`config.mk`:
```
export PLATFORM = sky130hd
export DESIGN_NAME = trimmed_mean_adc_fault_filter_core
export DESIGN_NICKNAME = d
export VERILOG_FILES = /design/src/hw/rtl/tmf_pkg.sv /design/src/hw/rtl/trimmed_mean_adc_fault_filter_core.sv /design/src/hw/rtl/tmf_ram.sv /design/src/hw/rtl/tmf_datapath.sv /design/src/hw/rtl/tmf_ctrl.sv
export SDC_FILE = /design/constraint.sdc
export NUM_CORES = 1
export LEC_CHECK = 0
export BUFFER_PORTS_ARGS = -buffer_cell sky130_fd_sc_hd__buf_2
export CORE_AREA = 2 2 249 251
export DETAILED_ROUTE_END_ITERATION = 10
export DIE_AREA = 0 0 251 253
export PLACE_DENSITY = 0.74
export SYNTH_ARGS = -nofsm -noshare
export SYNTH_HDL_FRONTEND = slang
export SYNTH_HIERARCHICAL = 1
export SYNTH_SLANG_ARGS = --single-unit
```
`constraint.sdc`:
```
create_clock -name aclk -period 11.7 [get_ports aclk]
set_input_delay 1.17 -clock aclk [delete_from_list [all_inputs] [get_ports aclk]]
set_output_delay 1.17 -clock aclk [all_outputs]
set_load 0.01 [all_outputs]
```
`src/hw/rtl/tmf_pkg.sv`:
```
// Shared constants and control types of the trimmed-mean ADC fault filter.
`timescale 1ns / 1ps

package tmf_pkg;

    localparam int CHANNELS_DEF = 4;
    localparam int WINDOW       = 10;
    localparam int SAMPLE_W     = 12;
    localparam int CHAN_W       = 2;
    localparam int CNT_W        = 4;
    localparam int SUM_W        = SAMPLE_W + 2;
    localparam int TRIM_LO      = 3;
    localparam int IN_TDATA_W   = 16;
    localparam int OUT_TDATA_W  = 16;
    localparam int CFG_IDX_W    = 2;

    localparam logic [SAMPLE_W-1:0]  OPEN_RESET    = 12'd50;
    localparam logic [SAMPLE_W-1:0]  SHORT_RESET   = 12'd4000;
    localparam logic [CFG_IDX_W-1:0] REG_OPEN_THR  = 2'd0;
    localparam logic [CFG_IDX_W-1:0] REG_SHORT_THR = 2'd1;
    localparam logic [CNT_W-1:0]     LAST_POS      = 4'd9;

    typedef struct packed {
        logic             write_smp;
        logic             rd_en;
        logic [CNT_W-1:0] rd_idx;
        logic             capture;
        logic             sort_en;
        logic             sort_odd;
        logic             load_out;
    } tmf_cmd_t;

    typedef struct packed {
        logic win_done;
    } tmf_sts_t;

endpackage

```
`src/hw/rtl/trimmed_mean_adc_fault_filter_core.sv`:
```
// Top level of the trimmed-mean ADC fault filter.
`timescale 1ns / 1ps

// Usage:
//   s_ channel carries one ADC sample per beat, tagged with its sensor channel.
//   Channels at or above CHANNELS are accepted and dropped. Each channel gathers
//   ten samples; the tenth sample of a window produces one m_ beat carrying the
//   mean of sorted samples three to six and that channel's sticky open/short
//   flags. Other samples produce no beat.
//   A sample that does not close a window is stored and s_tready stays high.
//   A closing sample starts 10 store reads (one read port), 10 odd-even
//   transposition phases and a result load, after which m_tvalid is high and
//   s_tready returns.
//   The result sits in an output register; new samples are taken while it waits.
//   If the receiver stalls and another window completes, the block holds that
//   result and s_tready stays low until the pending beat is taken.
//   Reset clears fill counts and flags and loads the thresholds (50 and 4000). The user must
//   write thresholds via cfg_we/cfg_index/cfg_wdata only while idle; the block does not check.
module trimmed_mean_adc_fault_filter_core #(
    parameter int CHANNELS = tmf_pkg::CHANNELS_DEF
) (
    input  logic                            aclk,
    input  logic                            aresetn,
    input  logic                            s_tvalid,
    output logic                            s_tready,
    input  logic [tmf_pkg::IN_TDATA_W-1:0]  s_tdata,  // channel[1:0], sample[13:2], zero[15:14]
    output logic                            m_tvalid,
    input  logic                            m_tready,
    output logic [tmf_pkg::OUT_TDATA_W-1:0] m_tdata,  // out_channel[1:0], filtered[13:2],
                                                      // open_fault[14], short_fault[15]
    input  logic                            cfg_we,
    input  logic [tmf_pkg::CFG_IDX_W-1:0]   cfg_index,
    input  logic [tmf_pkg::SAMPLE_W-1:0]    cfg_wdata
);

    tmf_pkg::tmf_cmd_t cmd;
    tmf_pkg::tmf_sts_t sts;

    tmf_datapath #(
        .CHANNELS(CHANNELS)
    ) u_datapath (
        .aclk     (aclk),
        .aresetn  (aresetn),
        .s_tdata  (s_tdata),
        .m_tdata  (m_tdata),
        .cfg_we   (cfg_we),
        .cfg_index(cfg_index),
        .cfg_wdata(cfg_wdata),
        .cmd      (cmd),
        .sts      (sts)
    );

    tmf_ctrl u_ctrl (
        .aclk    (aclk),
        .aresetn (aresetn),
        .s_tvalid(s_tvalid),
        .s_tready(s_tready),
        .m_tvalid(m_tvalid),
        .m_tready(m_tready),
        .sts     (sts),
        .cmd     (cmd)
    );

endmodule

```
`src/hw/rtl/tmf_ram.sv`:
```
// Generic single-port-write, single-port-read RAM with registered read data.
`timescale 1ns / 1ps

module tmf_ram #(
    parameter int WIDTH = 12,
    parameter int DEPTH = 40
) (
    input  logic                     aclk,
    input  logic                     wr_en,
    input  logic [$clog2(DEPTH)-1:0] wr_addr,
    input  logic [WIDTH-1:0]         wr_data,
    input  logic                     rd_en,
    input  logic [$clog2(DEPTH)-1:0] rd_addr,
    output logic [WIDTH-1:0]         rd_data
);

    logic [WIDTH-1:0] mem [DEPTH];
    logic [WIDTH-1:0] rd_data_reg;

    always_ff @(posedge aclk) begin
        if (wr_en) begin
            mem[wr_addr] <= wr_data;
        end
        if (rd_en) begin
            rd_data_reg <= mem[rd_addr];
        end
    end

    assign rd_data = rd_data_reg;

endmodule

```
`src/hw/rtl/tmf_datapath.sv`:
```
// Datapath: sample store, fill counts, sort network registers, mean, fault flags.
`timescale 1ns / 1ps

module tmf_datapath #(
    parameter int CHANNELS = tmf_pkg::CHANNELS_DEF
) (
    input  logic                                aclk,
    input  logic                                aresetn,
    input  logic [tmf_pkg::IN_TDATA_W-1:0]      s_tdata,
    output logic [tmf_pkg::OUT_TDATA_W-1:0]     m_tdata,
    input  logic                                cfg_we,
    input  logic [tmf_pkg::CFG_IDX_W-1:0]       cfg_index,
    input  logic [tmf_pkg::SAMPLE_W-1:0]        cfg_wdata,
    input  tmf_pkg::tmf_cmd_t                   cmd,
    output tmf_pkg::tmf_sts_t                   sts
);

    localparam int DEPTH = CHANNELS * tmf_pkg::WINDOW;
    localparam int AW    = $clog2(DEPTH);
    localparam int CIW   = (CHANNELS > 1) ? $clog2(CHANNELS) : 1;
    localparam int SW    = tmf_pkg::SAMPLE_W;
    localparam int CW    = tmf_pkg::CNT_W;

    logic [tmf_pkg::CHAN_W-1:0] in_chan;
    logic [SW-1:0]              in_smp;
    logic                       chan_ok;
    logic [CIW-1:0]             in_idx;
    logic [CW-1:0]              fill_cur;
    logic [CW-1:0]              wr_pos;
    logic [AW-1:0]              wr_addr;
    logic [AW-1:0]              rd_addr;
    logic [SW-1:0]              rd_data;
    logic                       wr_en;

    logic [CW-1:0]  fill_reg [CHANNELS];
    logic           open_reg [CHANNELS];
    logic           short_reg [CHANNELS];
    logic [CIW-1:0] chan_reg;
    logic [SW-1:0]  open_thr_reg;
    logic [SW-1:0]  short_thr_reg;

    logic [SW-1:0] win_reg  [tmf_pkg::WINDOW];
    logic [SW-1:0] win_next [tmf_pkg::WINDOW];

    logic [tmf_pkg::SUM_W-1:0] sum;
    logic [SW-1:0]             mean;
    logic                      open_cur;
    logic                      short_cur;
    logic                      open_next;
    logic                      short_next;

    logic [tmf_pkg::CHAN_W-1:0] out_chan_reg;
    logic [SW-1:0]              filt_reg;
    logic                       out_open_reg;
    logic                       out_short_reg;

    assign in_chan  = s_tdata[tmf_pkg::CHAN_W-1:0];
    assign in_smp   = s_tdata[tmf_pkg::CHAN_W +: SW];
    assign chan_ok  = int'(in_chan) < CHANNELS;
    assign in_idx   = CIW'(in_chan);
    assign fill_cur = chan_ok ? fill_reg[in_idx] : '0;
    assign wr_pos   = (fill_cur > tmf_pkg::LAST_POS) ? '0 : fill_cur;
    assign wr_en    = cmd.write_smp && chan_ok;

    // channel * 10 as (channel << 3) + (channel << 1)
    assign wr_addr = AW'({in_idx, 3'b000}) + AW'({in_idx, 1'b0}) + AW'(wr_pos);
    assign rd_addr = AW'({chan_reg, 3'b000}) + AW'({chan_reg, 1'b0}) + AW'(cmd.rd_idx);

    assign sts.win_done = chan_ok && (wr_pos == tmf_pkg::LAST_POS);

    tmf_ram #(
        .WIDTH(SW),
        .DEPTH(DEPTH)
    ) u_store (
        .aclk   (aclk),
        .wr_en  (wr_en),
        .wr_addr(wr_addr),
        .wr_data(in_smp),
        .rd_en  (cmd.rd_en),
        .rd_addr(rd_addr),
        .rd_data(rd_data)
    );

    // Odd-even transposition step, or shift in a word read from the store.
    always_comb begin
        for (int i = 0; i < tmf_pkg::WINDOW; i++) begin
            win_next[i] = win_reg[i];
        end
        if (cmd.capture) begin
            for (int i = 0; i < tmf_pkg::WINDOW - 1; i++) begin
                win_next[i] = win_reg[i+1];
            end
            win_next[tmf_pkg::WINDOW-1] = rd_data;
        end else if (cmd.sort_en) begin
            for (int i = 0; i < tmf_pkg::WINDOW - 1; i++) begin
                if ((i % 2 == 1) == cmd.sort_odd) begin
                    if (win_reg[i] > win_reg[i+1]) begin
                        win_next[i]   = win_reg[i+1];
                        win_next[i+1] = win_reg[i];
                    end
                end
            end
        end
    end

    always_ff @(posedge aclk) begin
        for (int i = 0; i < tmf_pkg::WINDOW; i++) begin
            win_reg[i] <= win_next[i];
        end
        if (cmd.write_smp) begin
            chan_reg <= in_idx;
        end
    end

    assign sum = tmf_pkg::SUM_W'(win_reg[tmf_pkg::TRIM_LO])
               + tmf_pkg::SUM_W'(win_reg[tmf_pkg::TRIM_LO+1])
               + tmf_pkg::SUM_W'(win_reg[tmf_pkg::TRIM_LO+2])
               + tmf_pkg::SUM_W'(win_reg[tmf_pkg::TRIM_LO+3]);
    assign mean = sum[tmf_pkg::SUM_W-1:2];

    assign open_cur  = open_reg[chan_reg];
    assign short_cur = short_reg[chan_reg];

    // open test wins over short test; in range clears both
    always_comb begin
        open_next  = open_cur;
        short_next = short_cur;
        if (mean < open_thr_reg) begin
            open_next = 1'b1;
        end else if (mean >= short_thr_reg) begin
            short_next = 1'b1;
        end else begin
            open_next  = 1'b0;
            short_next = 1'b0;
        end
    end

    always_ff @(posedge aclk) begin
        if (!aresetn) begin
            for (int c = 0; c < CHANNELS; c++) begin
                fill_reg[c]  <= '0;
                open_reg[c]  <= 1'b0;
                short_reg[c] <= 1'b0;
            end
            open_thr_reg  <= tmf_pkg::OPEN_RESET;
            short_thr_reg <= tmf_pkg::SHORT_RESET;
        end else begin
            if (wr_en) begin
                fill_reg[in_idx] <= (wr_pos == tmf_pkg::LAST_POS) ? '0 : wr_pos + 1'b1;
            end
            if (cmd.load_out) begin
                open_reg[chan_reg]  <= open_next;
                short_reg[chan_reg] <= short_next;
            end
            if (cfg_we) begin
                unique case (cfg_index)
                    tmf_pkg::REG_OPEN_THR:  open_thr_reg  <= cfg_wdata;
                    tmf_pkg::REG_SHORT_THR: short_thr_reg <= cfg_wdata;
                    default: ;
                endcase
            end
        end
    end

    always_ff @(posedge aclk) begin
        if (cmd.load_out) begin
            out_chan_reg  <= tmf_pkg::CHAN_W'(chan_reg);
            filt_reg      <= mean;
            out_open_reg  <= open_next;
            out_short_reg <= short_next;
        end
    end

    assign m_tdata = {out_short_reg, out_open_reg, filt_reg, out_chan_reg};

`ifndef SYNTHESIS
    logic win_sorted;
    logic fill_ok;

    always_comb begin
        win_sorted = 1'b1;
        for (int i = 0; i < tmf_pkg::WINDOW - 1; i++) begin
            if (win_reg[i] > win_reg[i+1]) begin
                win_sorted = 1'b0;
            end
        end
        fill_ok = 1'b1;
        for (int c = 0; c < CHANNELS; c++) begin
            if (fill_reg[c] > tmf_pkg::LAST_POS) begin
                fill_ok = 1'b0;
            end
        end
    end

    a_sorted_at_load: assert property (@(posedge aclk) disable iff (!aresetn)
        cmd.load_out |-> win_sorted)
        else $error("window not sorted when result is loaded");

    a_fill_range: assert property (@(posedge aclk) disable iff (!aresetn)
        fill_ok)
        else $error("fill count beyond window");

    a_no_write_during_window: assert property (@(posedge aclk) disable iff (!aresetn)
        (cmd.capture || cmd.sort_en) |-> !cmd.write_smp)
        else $error("sample written while a window is in progress");
`endif

endmodule

```
`src/hw/rtl/tmf_ctrl.sv`:
```
// Controller: sequences store reads, sort phases and result hand-off.
`timescale 1ns / 1ps

module tmf_ctrl (
    input  logic              aclk,
    input  logic              aresetn,
    input  logic              s_tvalid,
    output logic              s_tready,
    output logic              m_tvalid,
    input  logic              m_tready,
    input  tmf_pkg::tmf_sts_t sts,
    output tmf_pkg::tmf_cmd_t cmd
);

    localparam logic [1:0] ST_IDLE   = 2'd0;
    localparam logic [1:0] ST_READ   = 2'd1;
    localparam logic [1:0] ST_SORT   = 2'd2;
    localparam logic [1:0] ST_FINISH = 2'd3;

    localparam logic [tmf_pkg::CNT_W-1:0] READ_LAST = tmf_pkg::CNT_W'(tmf_pkg::WINDOW);
    localparam logic [tmf_pkg::CNT_W-1:0] SORT_LAST = tmf_pkg::CNT_W'(tmf_pkg::WINDOW - 1);

    logic [1:0]                state_reg, state_next;
    logic [tmf_pkg::CNT_W-1:0] cnt_reg, cnt_next;
    logic                      out_valid_reg, out_valid_next;
    logic                      out_free;

    assign out_free = !out_valid_reg || m_tready;

    always_comb begin
        state_next   = state_reg;
        cnt_next     = cnt_reg;
        cmd          = '0;
        cmd.rd_idx   = cnt_reg;
        cmd.sort_odd = cnt_reg[0];
        s_tready     = 1'b0;
        unique case (state_reg)
            ST_IDLE: begin
                s_tready      = 1'b1;
                cmd.write_smp = s_tvalid;
                if (s_tvalid && sts.win_done) begin
                    state_next = ST_READ;
                    cnt_next   = '0;
                end
            end
            ST_READ: begin
                // read data is registered, so it lands in the cycle after its address
                cmd.rd_en   = (cnt_reg != READ_LAST);
                cmd.capture = (cnt_reg != '0);
                if (cnt_reg == READ_LAST) begin
                    state_next = ST_SORT;
                    cnt_next   = '0;
                end else begin
                    cnt_next = cnt_reg + 1'b1;
                end
            end
            ST_SORT: begin
                cmd.sort_en = 1'b1;
                if (cnt_reg == SORT_LAST) begin
                    state_next = ST_FINISH;
                    cnt_next   = '0;
                end else begin
                    cnt_next = cnt_reg + 1'b1;
                end
            end
            ST_FINISH: begin
                if (out_free) begin
                    cmd.load_out = 1'b1;
                    state_next   = ST_IDLE;
                end
            end
            default: begin
                state_next = ST_IDLE;
            end
        endcase
    end

    always_comb begin
        out_valid_next = out_valid_reg;
        if (cmd.load_out) begin
            out_valid_next = 1'b1;
        end else if (m_tready) begin
            out_valid_next = 1'b0;
        end
    end

    always_ff @(posedge aclk) begin
        if (!aresetn) begin
            state_reg     <= ST_IDLE;
            cnt_reg       <= '0;
            out_valid_reg <= 1'b0;
        end else begin
            state_reg     <= state_next;
            cnt_reg       <= cnt_next;
            out_valid_reg <= out_valid_next;
        end
    end

    assign m_tvalid = out_valid_reg;

`ifndef SYNTHESIS
    a_load_slot_free: assert property (@(posedge aclk) disable iff (!aresetn)
        cmd.load_out |-> (!out_valid_reg || m_tready))
        else $error("result loaded over a pending beat");

    a_read_entry: assert property (@(posedge aclk) disable iff (!aresetn)
        (state_reg == ST_READ && $past(state_reg) == ST_IDLE)
            |-> $past(s_tvalid && sts.win_done))
        else $error("window read without a completing beat");

    a_sort_length: assert property (@(posedge aclk) disable iff (!aresetn)
        (state_reg == ST_FINISH && $past(state_reg) == ST_SORT)
            |-> $past(cnt_reg) == SORT_LAST)
        else $error("sort left before all phases ran");
`endif

endmodule

```
==> impl_results.md <==
- Post-CTS sizing: 0
- Cell variety after synth: 75
- Mean Syn Cell Area: 14.3 um2
- Largest net degree at the start of global routing: 61
- Die width: 251 um
- FMAX: 155 MHz
- Post-synthesis xor/xnor area fraction: 0.00371
- Number of flops mapped to enable cells by yosys: 648
- Data required, critical path: 12.07 ns
- Slowest CP cell: a2111oi_0
- Max-cap violations: 0
- Num CTS Buffers: 72
- CTS tree: done
- Final #Nets: 2571
- Detailed-router iteration count before antenna repair: 5
- Register share of total power: 0.468
- RSZ-0062 raised after global routing: false
- Setup bufs post-CTS: 0
- Setup TNS: 0 ns
- Initial antenna violation count: 0
- CP Class: flip-flop to flip-flop
- Post-synth top area share: 0.589
- Worst Path Buf+Inv: 2
- Clock share of power: 0.358
- Overflow after GRT: 0
- Routed WL: 72.4 mm
- Worst Clk Skew: 0.0342 ns
- P&R area growth vs syn: 9.58%
- Vias in the first global route: 19800
- Actual slew at the worst max-slew pin: 1.34 ns
- Tightest Hold Check Type: flip-flop to flip-flop
- Die height: 253 um
- Post-DP HPWL: 46.6 mm
- DR iter-0 viols: 1559
- Top cells by area, synth: edfxtp_1, mux2i_1, ha_1
- CTS Root Cell: clkbuf_16
- Main combinational cell family by area after synthesis: multiplexers
- Cell taking the most area after synthesis: edfxtp_1
- Fillers: 4568
- CP max FO: 5
- Leak Pwr: 12.9 nW
- Share of cells above drive strength 1: 0.113
- Post-synthesis mux area share: 0.131
- Placeable core area: 0.0610 mm2
- Vias: 19500
- Later-pin clock latency in the skew report: 0.64 ns
- # hold bufs at CTS: 0
- Fraction of registers with async set/reset: 0
- ANT nets after route: 0
- First-pass GRT wire length: 112 mm
- Ant. Diodes: 0
- Ys Warns: 6
- Final Util: 0.593
- Max FFs per register: 480
- Main synth FF type: edfxtp_1
- Final period util: 0.550
- Tmin final: 6.44 ns
- PD cells: 170 mW/mm2
- Internal power: 4.45 mW
- CTS clk-pin slew, worst paths: 0.06 ns
- Worst path most repeated cell: fa_1
- Peak supply drop: 0.134 mV
- H-tree depth: 3
- DRC: 0
- Syn Inst Count: 2304
- Status: finished, final reports clean
- Commonest non-fill, non-tap cell in the layout: edfxtp_1
- Post-Synth Simple-Gate Area: 0.0477
- CP top delay family: compound AO/OA/AOI/OAI gates
- I/O Pins: 53
- Endpoint class of the critical path: flip-flop
- Most frequent cells in the layout: edfxtp_1, mux2i_1, inv_1
- Crit-path max cell delay: 0.89 ns
- Die footprint: 0.0635 mm2
- Switching Power: 1.70 mW
- Yosys reg bits: 687
- GRT Util Overall: 0.228
- Crit path DAT: 6.81 ns
- WL per Instance: 22.6 um
- RePlAce Congestion: 0.858
- Sequential fraction of the synthesis area: 0.612
- IO Port Bufs: 50
- Starting Density: 0.542
- Slew HR: 0.101
- Synth Area in Compound Gates: 0.0915
- Syn Nets: 2520
- Clk buf depth: 3
- Placement row count: 91
- Slew Limit Fails: 0
- Via density: 6.09
- Post-synthesis adder-cell area fraction: 0.0744
- Critical-path cell list: inv_1 -> fa_1 -> fa_1 -> or3b_2 -> fa_1 -> nor2b_1 -> o21ai_0 -> a21oi_1 -> o211ai_1 -> a31o_2 -> a221oi_1 -> ha_1 -> a21o_1 -> a21o_1 -> a2111oi_0 -> mux2i_1 -> inv_1
- Final setup viols: 0
- Part of the power in combinational logic: 0.174
- Switching share of power: 0.276
- Clock sinks: 687
- Final Hold Fails: 0
- Mapped cell area: 0.0330 mm2
- Crit path launch type: flip-flop
## worst min-delay path, stage by stage (launching register included)
cell and delay [ns]:
dfxtp_1 0.31, nand2_1 0.05, a21boi_0 0.06
## cells in the mapped netlist (14+ instances only)
| cell type | n |
|---|---|
| edfxtp_1 | 648 |
| mux2i_1 | 348 |
| inv_1 | 180 |
| ha_1 | 155 |
| o21ai_0 | 104 |
| nor2_1 | 94 |
| nand2_1 | 92 |
| a21oi_1 | 78 |
| a22oi_1 | 48 |
| clkbuf_1 | 46 |
| dfxtp_1 | 39 |
| a22o_1 | 36 |
| mux4_2 | 30 |
| fa_1 | 26 |
| a21o_1 | 21 |
| nand3_1 | 21 |
| nand4_1 | 21 |
| o211ai_1 | 21 |
| nor2b_1 | 20 |
| buf_2 | 19 |
| a21boi_0 | 16 |
| buf_4 | 16 |
| o22ai_1 | 15 |
| a221oi_1 | 14 |
| mux2_2 | 14 |
## final timing paths
kind	slack, ns	start	cells after the start	end
worst max register to register	5.26	u_datapath/win_reg[6][1]	17	u_datapath/out_short_reg
worst max-delay path	5.26	u_datapath/win_reg[6][1]	17	u_datapath/out_short_reg
worst min-delay path	0.47	u_datapath/short_thr_reg[1]	2	u_datapath/short_thr_reg[1]
worst min register to register	0.47	u_datapath/short_thr_reg[1]	2	u_datapath/short_thr_reg[1]
## metal layers
metal	global-route usage	vias up	wire, um
met1	0.294	9833	30300
li1	-	8895	-
met4	0.0874	0	2480
met2	0.393	601	36100
met5	0	-	0
met3	0.0327	141	3470
## power by group through the flow
stage	logic, mW	clock network (mW)	registers (mW)
floorplan	0.741	0	2.91
global placement	1.02	0	2.92
detailed placement	1.06	0	2.93
CTS	1.07	2.25	2.88
global route	1.17	2.34	2.88
finish	1.07	2.20	2.88
## cells by family after synthesis
family,Yosys count
flip-flops,687
buffers and inverters,284
AND/OR/NAND/NOR,324
XOR/XNOR,14
multiplexers,392
AO/OA/AOI/OAI,422
adder cells (fa/ha/maj),181
## metrics by stage
| stage | cells | cell area [um2] | total power, mW | hold WS [ns] | worst slack (ns) |
|---|---|---|---|---|---|
| after detailed placement | 3071 | 33900 | 3.99 | 0.460 | 5.38 |
| after floorplan | 2304 | 33000 | 3.65 | 0.441 | 6.41 |
| after global routing | 3196 | 36200 | 6.40 | 0.489 | 4.95 |
| after global placement | 3071 | 33900 | 3.94 | 0.452 | 5.52 |
| final | 3196 | 36200 | 6.15 | 0.468 | 5.26 |
| after CTS | 3196 | 36200 | 6.19 | 0.468 | 5.38 |
## final cells by class
type | count | area, um2 | area share
sequential | 687 | 20200 | 0.559
multi-input combinational | 1333 | 11500 | 0.319
clock buffer | 89 | 1870 | 0.0515
tap | 790 | 988 | 0.0273
inverter | 180 | 676 | 0.0187
timing repair buffer | 81 | 483 | 0.0133
clock inverter | 36 | 413 | 0.0114
(Power assumes the default switching activity.)
